`src/design/mlsp_pkg.sv`:
```
// Package with the shared types and constants of the MPLS label stack parser.
package mlsp_pkg;

    localparam int LABEL_W = 20;
    localparam int TC_W = 3;
    localparam int TTL_W = 8;
    localparam int COUNT_W = 8;
    localparam int BYTES_W = 10;
    localparam int CFG_INDEX_W = 2;
    localparam int CFG_DATA_W = 8;
    localparam int QUEUE_DEPTH = 2;

    localparam logic [COUNT_W-1:0] COUNT_MAX = 8'd255;
    localparam logic [BYTES_W-1:0] BYTES_MAX = 10'd1020;

    localparam logic [CFG_INDEX_W-1:0] CFG_DEFAULT_PAYLOAD = 2'd0;
    localparam logic [CFG_INDEX_W-1:0] CFG_DEPTH_LIMIT_ON = 2'd1;
    localparam logic [CFG_INDEX_W-1:0] CFG_MAX_DEPTH = 2'd2;

    localparam logic [LABEL_W-1:0] LABEL_IPV4_NULL = 20'd0;
    localparam logic [LABEL_W-1:0] LABEL_ROUTER_ALERT = 20'd1;
    localparam logic [LABEL_W-1:0] LABEL_IPV6_NULL = 20'd2;
    localparam logic [LABEL_W-1:0] LABEL_IMPLICIT_NULL = 20'd3;
    localparam logic [LABEL_W-1:0] LABEL_RSVD_LO = 20'd4;
    localparam logic [LABEL_W-1:0] LABEL_RSVD_HI = 20'd15;

    typedef enum logic [2:0] {
        ST_CONTINUE = 3'd0,
        ST_DONE = 3'd1,
        ST_TRUNC = 3'd2,
        ST_LABEL1 = 3'd3,
        ST_LABEL3 = 3'd4,
        ST_DEEP = 3'd5
    } t_status;

    typedef enum logic [1:0] {
        WARN_NONE = 2'd0,
        WARN_LABEL0 = 2'd1,
        WARN_LABEL2 = 2'd2,
        WARN_RESERVED = 2'd3
    } t_warn;

    typedef enum logic [1:0] {
        PAY_NONE = 2'd0,
        PAY_IPV4 = 2'd1,
        PAY_IPV6 = 2'd2,
        PAY_ETHERNET = 2'd3
    } t_payload;

    typedef struct packed {
        logic [LABEL_W-1:0] label;
        logic [TC_W-1:0] traffic_class;
        logic [TTL_W-1:0] hop_limit;
        logic bottom;
        logic missing;
        logic is_label3;
        logic is_label1_bottom;
        logic is_label0;
        logic is_label2;
        t_warn warn;
    } t_item;

    typedef struct packed {
        logic full;
        logic empty;
    } t_queue_status;

    typedef struct packed {
        logic [LABEL_W-1:0] label;
        logic [TC_W-1:0] traffic_class;
        logic [TTL_W-1:0] hop_limit;
        logic bottom;
        t_status status;
        t_warn warn;
        t_payload payload;
        logic [BYTES_W-1:0] stack_bytes;
    } t_result;

endpackage

```
`src/design/mlsp_front.sv`:
```
// Front end: splits a header word into its fields and classifies its label.
module mlsp_front (
    input  logic [31:0] i_header_word,
    input  logic        i_word_missing,
    input  logic [1:0]  i_default_payload,
    output mlsp_pkg::t_item o_item
);

    logic [mlsp_pkg::LABEL_W-1:0] label;
    logic bos;

    assign label = i_header_word[31:12];
    assign bos = i_header_word[8];

    always_comb begin
        o_item = '0;
        o_item.missing = i_word_missing;
        o_item.warn = mlsp_pkg::WARN_NONE;
        if (!i_word_missing) begin
            o_item.label = label;
            o_item.traffic_class = i_header_word[11:9];
            o_item.hop_limit = i_header_word[7:0];
            o_item.bottom = bos;
            o_item.is_label3 = (label == mlsp_pkg::LABEL_IMPLICIT_NULL);
            o_item.is_label1_bottom = bos && (label == mlsp_pkg::LABEL_ROUTER_ALERT);
            o_item.is_label0 = (label == mlsp_pkg::LABEL_IPV4_NULL);
            o_item.is_label2 = (label == mlsp_pkg::LABEL_IPV6_NULL);
            if (bos && label == mlsp_pkg::LABEL_IPV4_NULL
                    && i_default_payload != mlsp_pkg::PAY_IPV4) begin
                o_item.warn = mlsp_pkg::WARN_LABEL0;
            end else if (bos && label == mlsp_pkg::LABEL_IPV6_NULL
                    && i_default_payload != mlsp_pkg::PAY_IPV6) begin
                o_item.warn = mlsp_pkg::WARN_LABEL2;
            end else if (label inside {[mlsp_pkg::LABEL_RSVD_LO:mlsp_pkg::LABEL_RSVD_HI]}) begin
                o_item.warn = mlsp_pkg::WARN_RESERVED;
            end
        end
    end

endmodule

```
`src/design/mlsp_queue.sv`:
```
// Two-entry queue of classified words between the front end and the back end.
module mlsp_queue (
    input  logic            i_clk,
    input  logic            i_rst_n,
    input  logic            i_push,
    input  mlsp_pkg::t_item i_item,
    input  logic            i_pop,
    output mlsp_pkg::t_item o_item,
    output mlsp_pkg::t_queue_status o_status
);

    localparam int PTR_W = $clog2(mlsp_pkg::QUEUE_DEPTH);
    localparam int CNT_W = $clog2(mlsp_pkg::QUEUE_DEPTH + 1);
    localparam logic [CNT_W-1:0] CNT_FULL = CNT_W'(mlsp_pkg::QUEUE_DEPTH);

    mlsp_pkg::t_item r_mem [mlsp_pkg::QUEUE_DEPTH];
    logic [PTR_W-1:0] r_wr_ptr, n_wr_ptr;
    logic [PTR_W-1:0] r_rd_ptr, n_rd_ptr;
    logic [CNT_W-1:0] r_count, n_count;

    assign o_item = r_mem[r_rd_ptr];
    assign o_status.full = (r_count == CNT_FULL);
    assign o_status.empty = (r_count == '0);

    always_comb begin
        n_wr_ptr = r_wr_ptr;
        n_rd_ptr = r_rd_ptr;
        n_count = r_count;
        if (i_push) begin
            n_wr_ptr = (r_wr_ptr == PTR_W'(mlsp_pkg::QUEUE_DEPTH - 1)) ? '0 : r_wr_ptr + 1'b1;
        end
        if (i_pop) begin
            n_rd_ptr = (r_rd_ptr == PTR_W'(mlsp_pkg::QUEUE_DEPTH - 1)) ? '0 : r_rd_ptr + 1'b1;
        end
        if (i_push && !i_pop) begin
            n_count = r_count + 1'b1;
        end else if (!i_push && i_pop) begin
            n_count = r_count - 1'b1;
        end
    end

    always_ff @(posedge i_clk) begin
        if (!i_rst_n) begin
            r_wr_ptr <= '0;
            r_rd_ptr <= '0;
            r_count <= '0;
        end else begin
            r_wr_ptr <= n_wr_ptr;
            r_rd_ptr <= n_rd_ptr;
            r_count <= n_count;
        end
    end

    always_ff @(posedge i_clk) begin
        if (i_push) begin
            r_mem[r_wr_ptr] <= i_item;
        end
    end

endmodule

```
`src/design/mlsp_back.sv`:
```
// Back end: keeps the label count, decides the status and holds the result register.
module mlsp_back (
    input  logic            i_clk,
    input  logic            i_rst_n,
    input  mlsp_pkg::t_item i_item,
    input  logic            i_item_valid,
    output logic            o_pop,
    input  logic [1:0]      i_default_payload,
    input  logic            i_depth_limit_on,
    input  logic [7:0]      i_max_depth,
    input  logic            i_out_stall,
    output logic            o_out_valid,
    output mlsp_pkg::t_result o_result
);

    logic [mlsp_pkg::COUNT_W-1:0] r_seen, n_seen;
    logic r_out_valid, n_out_valid;
    mlsp_pkg::t_result r_result, n_result;

    assign o_pop = i_item_valid && (!r_out_valid || !i_out_stall);
    assign o_out_valid = r_out_valid;
    assign o_result = r_result;

    always_comb begin
        n_result = '0;
        n_result.status = mlsp_pkg::ST_CONTINUE;
        n_result.warn = mlsp_pkg::WARN_NONE;
        n_result.payload = mlsp_pkg::PAY_NONE;
        n_result.label = i_item.label;
        n_result.traffic_class = i_item.traffic_class;
        n_result.hop_limit = i_item.hop_limit;
        n_result.bottom = i_item.bottom;
        if (i_item.missing) begin
            n_result.status = mlsp_pkg::ST_TRUNC;
        end else if (i_item.is_label3) begin
            n_result.status = mlsp_pkg::ST_LABEL3;
        end else if (i_item.is_label1_bottom) begin
            n_result.status = mlsp_pkg::ST_LABEL1;
        end else begin
            n_result.warn = i_item.warn;
            if (i_depth_limit_on && r_seen >= i_max_depth) begin
                n_result.status = mlsp_pkg::ST_DEEP;
            end else if (i_item.bottom) begin
                n_result.status = mlsp_pkg::ST_DONE;
                if (i_item.is_label0) begin
                    n_result.payload = mlsp_pkg::PAY_IPV4;
                end else if (i_item.is_label2) begin
                    n_result.payload = mlsp_pkg::PAY_IPV6;
                end else begin
                    n_result.payload = mlsp_pkg::t_payload'(i_default_payload);
                end
                if (r_seen == mlsp_pkg::COUNT_MAX) begin
                    n_result.stack_bytes = mlsp_pkg::BYTES_MAX;
                end else begin
                    n_result.stack_bytes = {r_seen + 1'b1, 2'b00};
                end
            end
        end
    end

    always_comb begin
        n_seen = r_seen;
        n_out_valid = r_out_valid;
        if (o_pop) begin
            n_out_valid = 1'b1;
            if (n_result.status == mlsp_pkg::ST_CONTINUE) begin
                if (r_seen != mlsp_pkg::COUNT_MAX) begin
                    n_seen = r_seen + 1'b1;
                end
            end else begin
                n_seen = '0;
            end
        end else if (!i_out_stall) begin
            n_out_valid = 1'b0;
        end
    end

    always_ff @(posedge i_clk) begin
        if (!i_rst_n) begin
            r_seen <= '0;
            r_out_valid <= 1'b0;
        end else begin
            r_seen <= n_seen;
            r_out_valid <= n_out_valid;
        end
    end

    always_ff @(posedge i_clk) begin
        if (o_pop) begin
            r_result <= n_result;
        end
    end

endmodule

```
`src/design/mpls_label_stack_parser.sv`:
```
// Top level of the MPLS label stack parser: configuration registers and the three stages.
// An accepted word goes into the queue, then is popped into the back end result register.
// Throughput: one word per cycle unless stalled; the back end counts labels word by word.
// The two-entry queue takes front end words while the result is stalled, until it is full.
// Reset is synchronous and active low; it empties the queue, clears the label count
// and the result valid, and loads the register reset values.
module mpls_label_stack_parser (
    input  logic        i_clk,
    input  logic        i_rst_n,
    input  logic        i_cfg_we,
    input  logic [1:0]  i_cfg_index,
    input  logic [7:0]  i_cfg_data,
    input  logic        i_in_valid,
    output logic        o_in_stall,
    input  logic [31:0] i_header_word,
    input  logic        i_word_missing,
    output logic        o_out_valid,
    input  logic        i_out_stall,
    output logic [19:0] o_label,
    output logic [2:0]  o_traffic_class,
    output logic [7:0]  o_hop_limit,
    output logic        o_bottom,
    output logic [2:0]  o_status,
    output logic [1:0]  o_warning,
    output logic [1:0]  o_payload_type,
    output logic [9:0]  o_stack_bytes
);

    logic [1:0] r_default_payload;
    logic r_depth_limit_on;
    logic [7:0] r_max_depth;

    mlsp_pkg::t_item front_item;
    mlsp_pkg::t_item head_item;
    mlsp_pkg::t_queue_status queue_status;
    mlsp_pkg::t_result result;
    logic push;
    logic pop;

    always_ff @(posedge i_clk) begin
        if (!i_rst_n) begin
            r_default_payload <= mlsp_pkg::PAY_IPV4;
            r_depth_limit_on <= 1'b0;
            r_max_depth <= 8'd254;
        end else if (i_cfg_we) begin
            case (i_cfg_index)
                mlsp_pkg::CFG_DEFAULT_PAYLOAD: r_default_payload <= i_cfg_data[1:0];
                mlsp_pkg::CFG_DEPTH_LIMIT_ON: r_depth_limit_on <= i_cfg_data[0];
                mlsp_pkg::CFG_MAX_DEPTH: r_max_depth <= i_cfg_data;
                default: ;
            endcase
        end
    end

    assign o_in_stall = queue_status.full;
    assign push = i_in_valid && !queue_status.full;

    mlsp_front u_front (
        .i_header_word     (i_header_word),
        .i_word_missing    (i_word_missing),
        .i_default_payload (r_default_payload),
        .o_item            (front_item)
    );

    mlsp_queue u_queue (
        .i_clk    (i_clk),
        .i_rst_n  (i_rst_n),
        .i_push   (push),
        .i_item   (front_item),
        .i_pop    (pop),
        .o_item   (head_item),
        .o_status (queue_status)
    );

    mlsp_back u_back (
        .i_clk             (i_clk),
        .i_rst_n           (i_rst_n),
        .i_item            (head_item),
        .i_item_valid      (!queue_status.empty),
        .o_pop             (pop),
        .i_default_payload (r_default_payload),
        .i_depth_limit_on  (r_depth_limit_on),
        .i_max_depth       (r_max_depth),
        .i_out_stall       (i_out_stall),
        .o_out_valid       (o_out_valid),
        .o_result          (result)
    );

    assign o_label = result.label;
    assign o_traffic_class = result.traffic_class;
    assign o_hop_limit = result.hop_limit;
    assign o_bottom = result.bottom;
    assign o_status = result.status;
    assign o_warning = result.warn;
    assign o_payload_type = result.payload;
    assign o_stack_bytes = result.stack_bytes;

endmodule

```
`config.mk`:
```
export PLATFORM = sky130hd
export DESIGN_NAME = mpls_label_stack_parser
export DESIGN_NICKNAME = d
export VERILOG_FILES = /design/src/design/mlsp_pkg.sv /design/src/design/mlsp_front.sv /design/src/design/mlsp_queue.sv /design/src/design/mlsp_back.sv /design/src/design/mpls_label_stack_parser.sv
export SDC_FILE = /design/constraint.sdc
export NUM_CORES = 1
export LEC_CHECK = 0
export ABC_AREA = 1
export ABC_CLOCK_PERIOD_IN_PS = 4330
export BUFFER_PORTS_ARGS = -buffer_cell sky130_fd_sc_hd__buf_2
export CAP_MARGIN = 20
export CORE_MARGIN = 4
export CORE_UTILIZATION = 61
export DETAILED_ROUTE_END_ITERATION = 12
export PLACE_DENSITY = 0.88
export SLEW_MARGIN = 40
export SYNTH_ARGS = -nofsm -noshare
export SYNTH_HDL_FRONTEND = slang
export SYNTH_HIERARCHICAL = 1
export SYNTH_SLANG_ARGS = --single-unit
```
`constraint.sdc`:
```
create_clock -name i_clk -period 4.33 [get_ports i_clk]
set_input_delay 0 -clock i_clk [delete_from_list [all_inputs] [get_ports i_clk]]
set_output_delay 0 -clock i_clk [all_outputs]
set_load 0.05 [all_outputs]
```
==> impl_results.html <==
<table>
<tr><th>Metric</th><th>Value</th></tr>
<tr><th colspan="2">Run status</th></tr>
<tr><td>Status</td><td>completed</td></tr>
<tr><th colspan="2">Clocking</th></tr>
<tr><td>Number of H-tree levels</td><td>4</td></tr>
<tr><td>Clock transition at the register clock pins on the worst setup and hold paths after CTS</td><td>60 ps</td></tr>
<tr><td>Post-CTS Setup Bufs</td><td>0</td></tr>
<tr><td>CTS tree</td><td>yes</td></tr>
<tr><td>Clock sink count</td><td>150</td></tr>
<tr><td>Clock tree root buffer cell</td><td>sky130_fd_sc_hd__clkbuf_8</td></tr>
<tr><td>Maximum root-to-sink buffer count</td><td>2</td></tr>
<tr><td>Worst-Skew Late Latency</td><td>540 ps</td></tr>
<tr><td>Clock buffers created by TritonCTS</td><td>17</td></tr>
<tr><th colspan="2">Layout</th></tr>
<tr><td>Inserted Diodes</td><td>0</td></tr>
<tr><td>Total area of sequential cells</td><td>4260 sq um</td></tr>
<tr><td>Final net count</td><td>767</td></tr>
<tr><td>Highest-count cells in the layout ignoring fill and taps</td><td>sky130_fd_sc_hd__edfxtp_1 (125), sky130_fd_sc_hd__buf_2 (96), sky130_fd_sc_hd__nor2_1 (79)</td></tr>
<tr><td>Filler Cell Count</td><td>531</td></tr>
<tr><td>Most common cell after layout, fill and taps aside</td><td>sky130_fd_sc_hd__edfxtp_1</td></tr>
<tr><td>Area growth from synthesis to final layout</td><td>28.1%</td></tr>
<tr><td>Multi-input logic area</td><td>1760 sq um</td></tr>
<tr><td>Share of post-route cells with drive strength above 1</td><td>27.4%</td></tr>
<tr><th colspan="2">Placed design</th></tr>
<tr><td>Worst Setup Slack post-DPL</td><td>1550 ps</td></tr>
<tr><td>Dpl hpwl</td><td>8.59 mm</td></tr>
<tr><td>IO buf count</td><td>96</td></tr>
<tr><td>Gpl congestion</td><td>0.878</td></tr>
<tr><th colspan="2">Critical path</th></tr>
<tr><td>Worst Setup Path Type</td><td>reg -&gt; reg</td></tr>
<tr><td>CP bufs+invs</td><td>1</td></tr>
<tr><td>Largest fanout of any net on the critical path</td><td>23</td></tr>
<tr><td>Ordered cell list for the critical path</td><td>buf_4, mux2_2, nor2_1, nand4_2, nor3_1</td></tr>
<tr><td>Crit path required time</td><td>4680 ps</td></tr>
<tr><td>Cell at the slowest stage of the critical path</td><td>sky130_fd_sc_hd__nor2_1</td></tr>
<tr><td>Type of destination of the critical path</td><td>register</td></tr>
<tr><td>Crit path DAT</td><td>3420 ps</td></tr>
<tr><td>Longest individual stage delay on the worst path</td><td>680 ps</td></tr>
<tr><td>Kind of cell adding the most delay to the critical path</td><td>simple AND/OR/NAND/NOR gates</td></tr>
<tr><td>Startpoint Class</td><td>register</td></tr>
<tr><th colspan="2">Global route</th></tr>
<tr><td>Pin count of the biggest net entering global routing</td><td>45</td></tr>
<tr><td>Grt ovf</td><td>0</td></tr>
<tr><td>First-pass GRT wire length</td><td>25.5 mm</td></tr>
<tr><td>Overall global routing resource usage</td><td>26.5%</td></tr>
<tr><td>Via count of the first global-routing pass</td><td>4905</td></tr>
<tr><td>Antenna violations before repair</td><td>0</td></tr>
<tr><th colspan="2">Route</th></tr>
<tr><td>DR vias/cell</td><td>5.54</td></tr>
<tr><td>WL per Instance</td><td>18.5 microns</td></tr>
<tr><td>Iteration-0 DRC count of the detailed router</td><td>555</td></tr>
<tr><td>First drt pass iteration count</td><td>6</td></tr>
<tr><td>Routed wire length</td><td>15.9 mm</td></tr>
<tr><td>DR DRC count</td><td>0</td></tr>
<tr><td>Via count of the routed design</td><td>4756</td></tr>
<tr><td>Number of nets still failing antenna checks after routing</td><td>0</td></tr>
<tr><th colspan="2">Power</th></tr>
<tr><td>Pwr per Cell Area</td><td>711 nW/um^2</td></tr>
<tr><td>Flop pwr share</td><td>38.5%</td></tr>
<tr><td>Share of total power consumed by net switching</td><td>39.0%</td></tr>
<tr><td>Total leakage power</td><td>3.58 nW</td></tr>
<tr><td>Comb power frac</td><td>34.8%</td></tr>
<tr><td>Net Switching</td><td>2.30 mW</td></tr>
<tr><td>Int Power</td><td>3.60 mW</td></tr>
<tr><td>Clock network power share</td><td>26.6%</td></tr>
<tr><td>Maximum resistive drop on vdd</td><td>449 uV</td></tr>
<tr><th colspan="2">STA</th></tr>
<tr><td>RSZ-0062 raised after global routing</td><td>no</td></tr>
<tr><td>Max Clock Freq</td><td>325 MHz</td></tr>
<tr><td>Final Max Tran Viols</td><td>0</td></tr>
<tr><td>Setup violation total in the final timing report</td><td>0</td></tr>
<tr><td>Worst-margin pin slew</td><td>869 ps</td></tr>
<tr><td>Hold Slack</td><td>120 ps</td></tr>
<tr><td>Final hold violations</td><td>0</td></tr>
<tr><td>Post-layout min period</td><td>3070 ps</td></tr>
<tr><td>Worst relative slew slack</td><td>41.9%</td></tr>
<tr><td>Worst clock skew</td><td>10.7 ps</td></tr>
<tr><td>Sum Neg Setup Slack</td><td>0 ps</td></tr>
<tr><td>Final cycle utilization of the critical path</td><td>71.0%</td></tr>
<tr><td>Slack of the critical path</td><td>1260 ps</td></tr>
<tr><th colspan="2">Floorplan</th></tr>
<tr><td>Die Height</td><td>111 microns</td></tr>
<tr><td>Die span in x</td><td>111 microns</td></tr>
<tr><td>Effective utilization at floorplan</td><td>62.7%</td></tr>
<tr><td>IO Count</td><td>99</td></tr>
<tr><td>Site Rows</td><td>37</td></tr>
<tr><td>Die Footprint</td><td>12300 sq um</td></tr>
<tr><td>CORE AREA</td><td>10300 sq um</td></tr>
<tr><th colspan="2">Worst hold path</th></tr>
<tr><td>Worst Hold Class</td><td>in -&gt; reg</td></tr>
<tr><td>Startpoint of the worst hold path</td><td>i_word_missing</td></tr>
<tr><th colspan="2">Synth</th></tr>
<tr><td>Share of async-settable or async-resettable flops after synthesis</td><td>0%</td></tr>
<tr><td>Cell types occupying the most area after synthesis</td><td>sky130_fd_sc_hd__edfxtp_1 (58%), sky130_fd_sc_hd__dfxtp_1 (7.7%), sky130_fd_sc_hd__mux2_2 (5.0%)</td></tr>
<tr><td>Gate count after technology mapping</td><td>541</td></tr>
<tr><td>Number of enable flip-flop cells after synthesis</td><td>125</td></tr>
<tr><td>Post-synthesis average cell area</td><td>12.0 sq um</td></tr>
<tr><td>Area share of the largest cell type after synthesis</td><td>58.0%</td></tr>
<tr><td>Fraction of the yosys area taken by sequential cells</td><td>65.7%</td></tr>
<tr><td>Cell taking the most area after synthesis</td><td>sky130_fd_sc_hd__edfxtp_1</td></tr>
<tr><td>Netlist area before placement</td><td>6470 sq um</td></tr>
<tr><td>Primary flip-flop cell chosen by synthesis mapping</td><td>sky130_fd_sc_hd__edfxtp_1</td></tr>
<tr><td>Flip-flop and latch count after synthesis</td><td>150</td></tr>
<tr><td>Distinct cell type count after synthesis</td><td>38</td></tr>
<tr><td>Warnings, synthesis</td><td>6</td></tr>
<tr><th colspan="2">Run</th></tr>
<tr><td>Count of maximum capacitance violations</td><td>0</td></tr>
</table>
[state kept, by name (all words and copies together), names as in the netlist, named ones only]
name and cells:
u_queue/r_count 2, u_queue/r_rd_ptr 1, u_queue/r_mem 78, r_default_payload 2, u_queue/r_wr_ptr 1, u_back/o_result 47
r_depth_limit_on 1, r_max_depth 8, u_back/r_seen 8, u_back/o_out_valid 1
[repair_timing]
action | CTS | global route
hold endpoints to repair | 96 | 0
gates resized for setup | 0 | 0
hold buffers | 66 | 0
[power groups by stage]
| stage | Sequential, mW | Combinational, mW | Clock [mW] |
|---|---|---|---|
| after floorplan | 2.95 | 0.816 | 0 |
| after global placement | 2.26 | 1.85 | 0 |
| after detailed placement | 2.28 | 1.93 | 0 |
| after CTS | 2.26 | 2.00 | 1.56 |
| after global routing | 2.30 | 2.18 | 1.64 |
| final | 2.27 | 2.05 | 1.57 |
[final timing paths]
check                                           end  slack, ps  depth (start not counted)
worst min register to register   u_back/o_out_valid        530                          2
worst max-delay path            u_back/o_result[11]       1260                          5
worst max register to register  u_back/o_result[11]       1260                          5
worst min-delay path            u_queue/r_mem[1][6]        120                          1
[cells by family after synthesis]
logic type,after synthesis,share of synthesized area [%]
flip-flops,150,65.7
other,1,0.0579
AND/OR/NAND/NOR,213,15.1
AO/OA/AOI/OAI,28,2.38
multiplexers,39,7.36
adder cells (fa/ha/maj),10,1.93
buffers and inverters,98,7.23
XOR/XNOR,2,0.271
[per-stage QoR]
| stage | cell area [sq um] | total power [mW] | util (%) | instances |
|---|---|---|---|---|
| after floorplan | 6480 | 3.76 | - | 542 |
| after global placement | 7000 | 4.11 | 67.8 | 759 |
| after detailed placement | 7010 | 4.20 | 67.9 | 760 |
| after CTS | 8300 | 5.82 | 80.4 | 858 |
| after global routing | 8300 | 6.12 | 80.4 | 858 |
| final | 8300 | 5.90 | 80.4 | 858 |
[per-layer routing]
layer	share of wire [%]	wire length (microns)	global-route usage, %
met5	0	0	0
met4	3.4	542	12.5
met3	7.7	1230	6.17
met2	51	8180	46.4
met1	37	5960	30.7
[layout make-up]
cell class / instances / share of cell area [%]
sequential: 150 / 51.3
clock inverter: 12 / 2.41
tap: 136 / 2.05
inverter: 80 / 3.65
clock buffer: 20 / 5.13
timing repair buffer: 166 / 14.2
multi-input combinational: 294 / 21.3
[cells in the mapped netlist, types with 6 or more instances]
cell                       number
sky130_fd_sc_hd__ha_1          10
sky130_fd_sc_hd__nand4_1       20
sky130_fd_sc_hd__a21oi_1       19
sky130_fd_sc_hd__nand2_1       69
sky130_fd_sc_hd__nand3_1       22
sky130_fd_sc_hd__nor2_2         7
sky130_fd_sc_hd__dfxtp_1       25
sky130_fd_sc_hd__nor2_1        80
sky130_fd_sc_hd__mux2_4        10
sky130_fd_sc_hd__edfxtp_1     125
sky130_fd_sc_hd__mux2_2        29
sky130_fd_sc_hd__inv_1         75
sky130_fd_sc_hd__nand2_2        6
sky130_fd_sc_hd__buf_4          6
No activity file was read; power rests on OpenSTA's default activity.
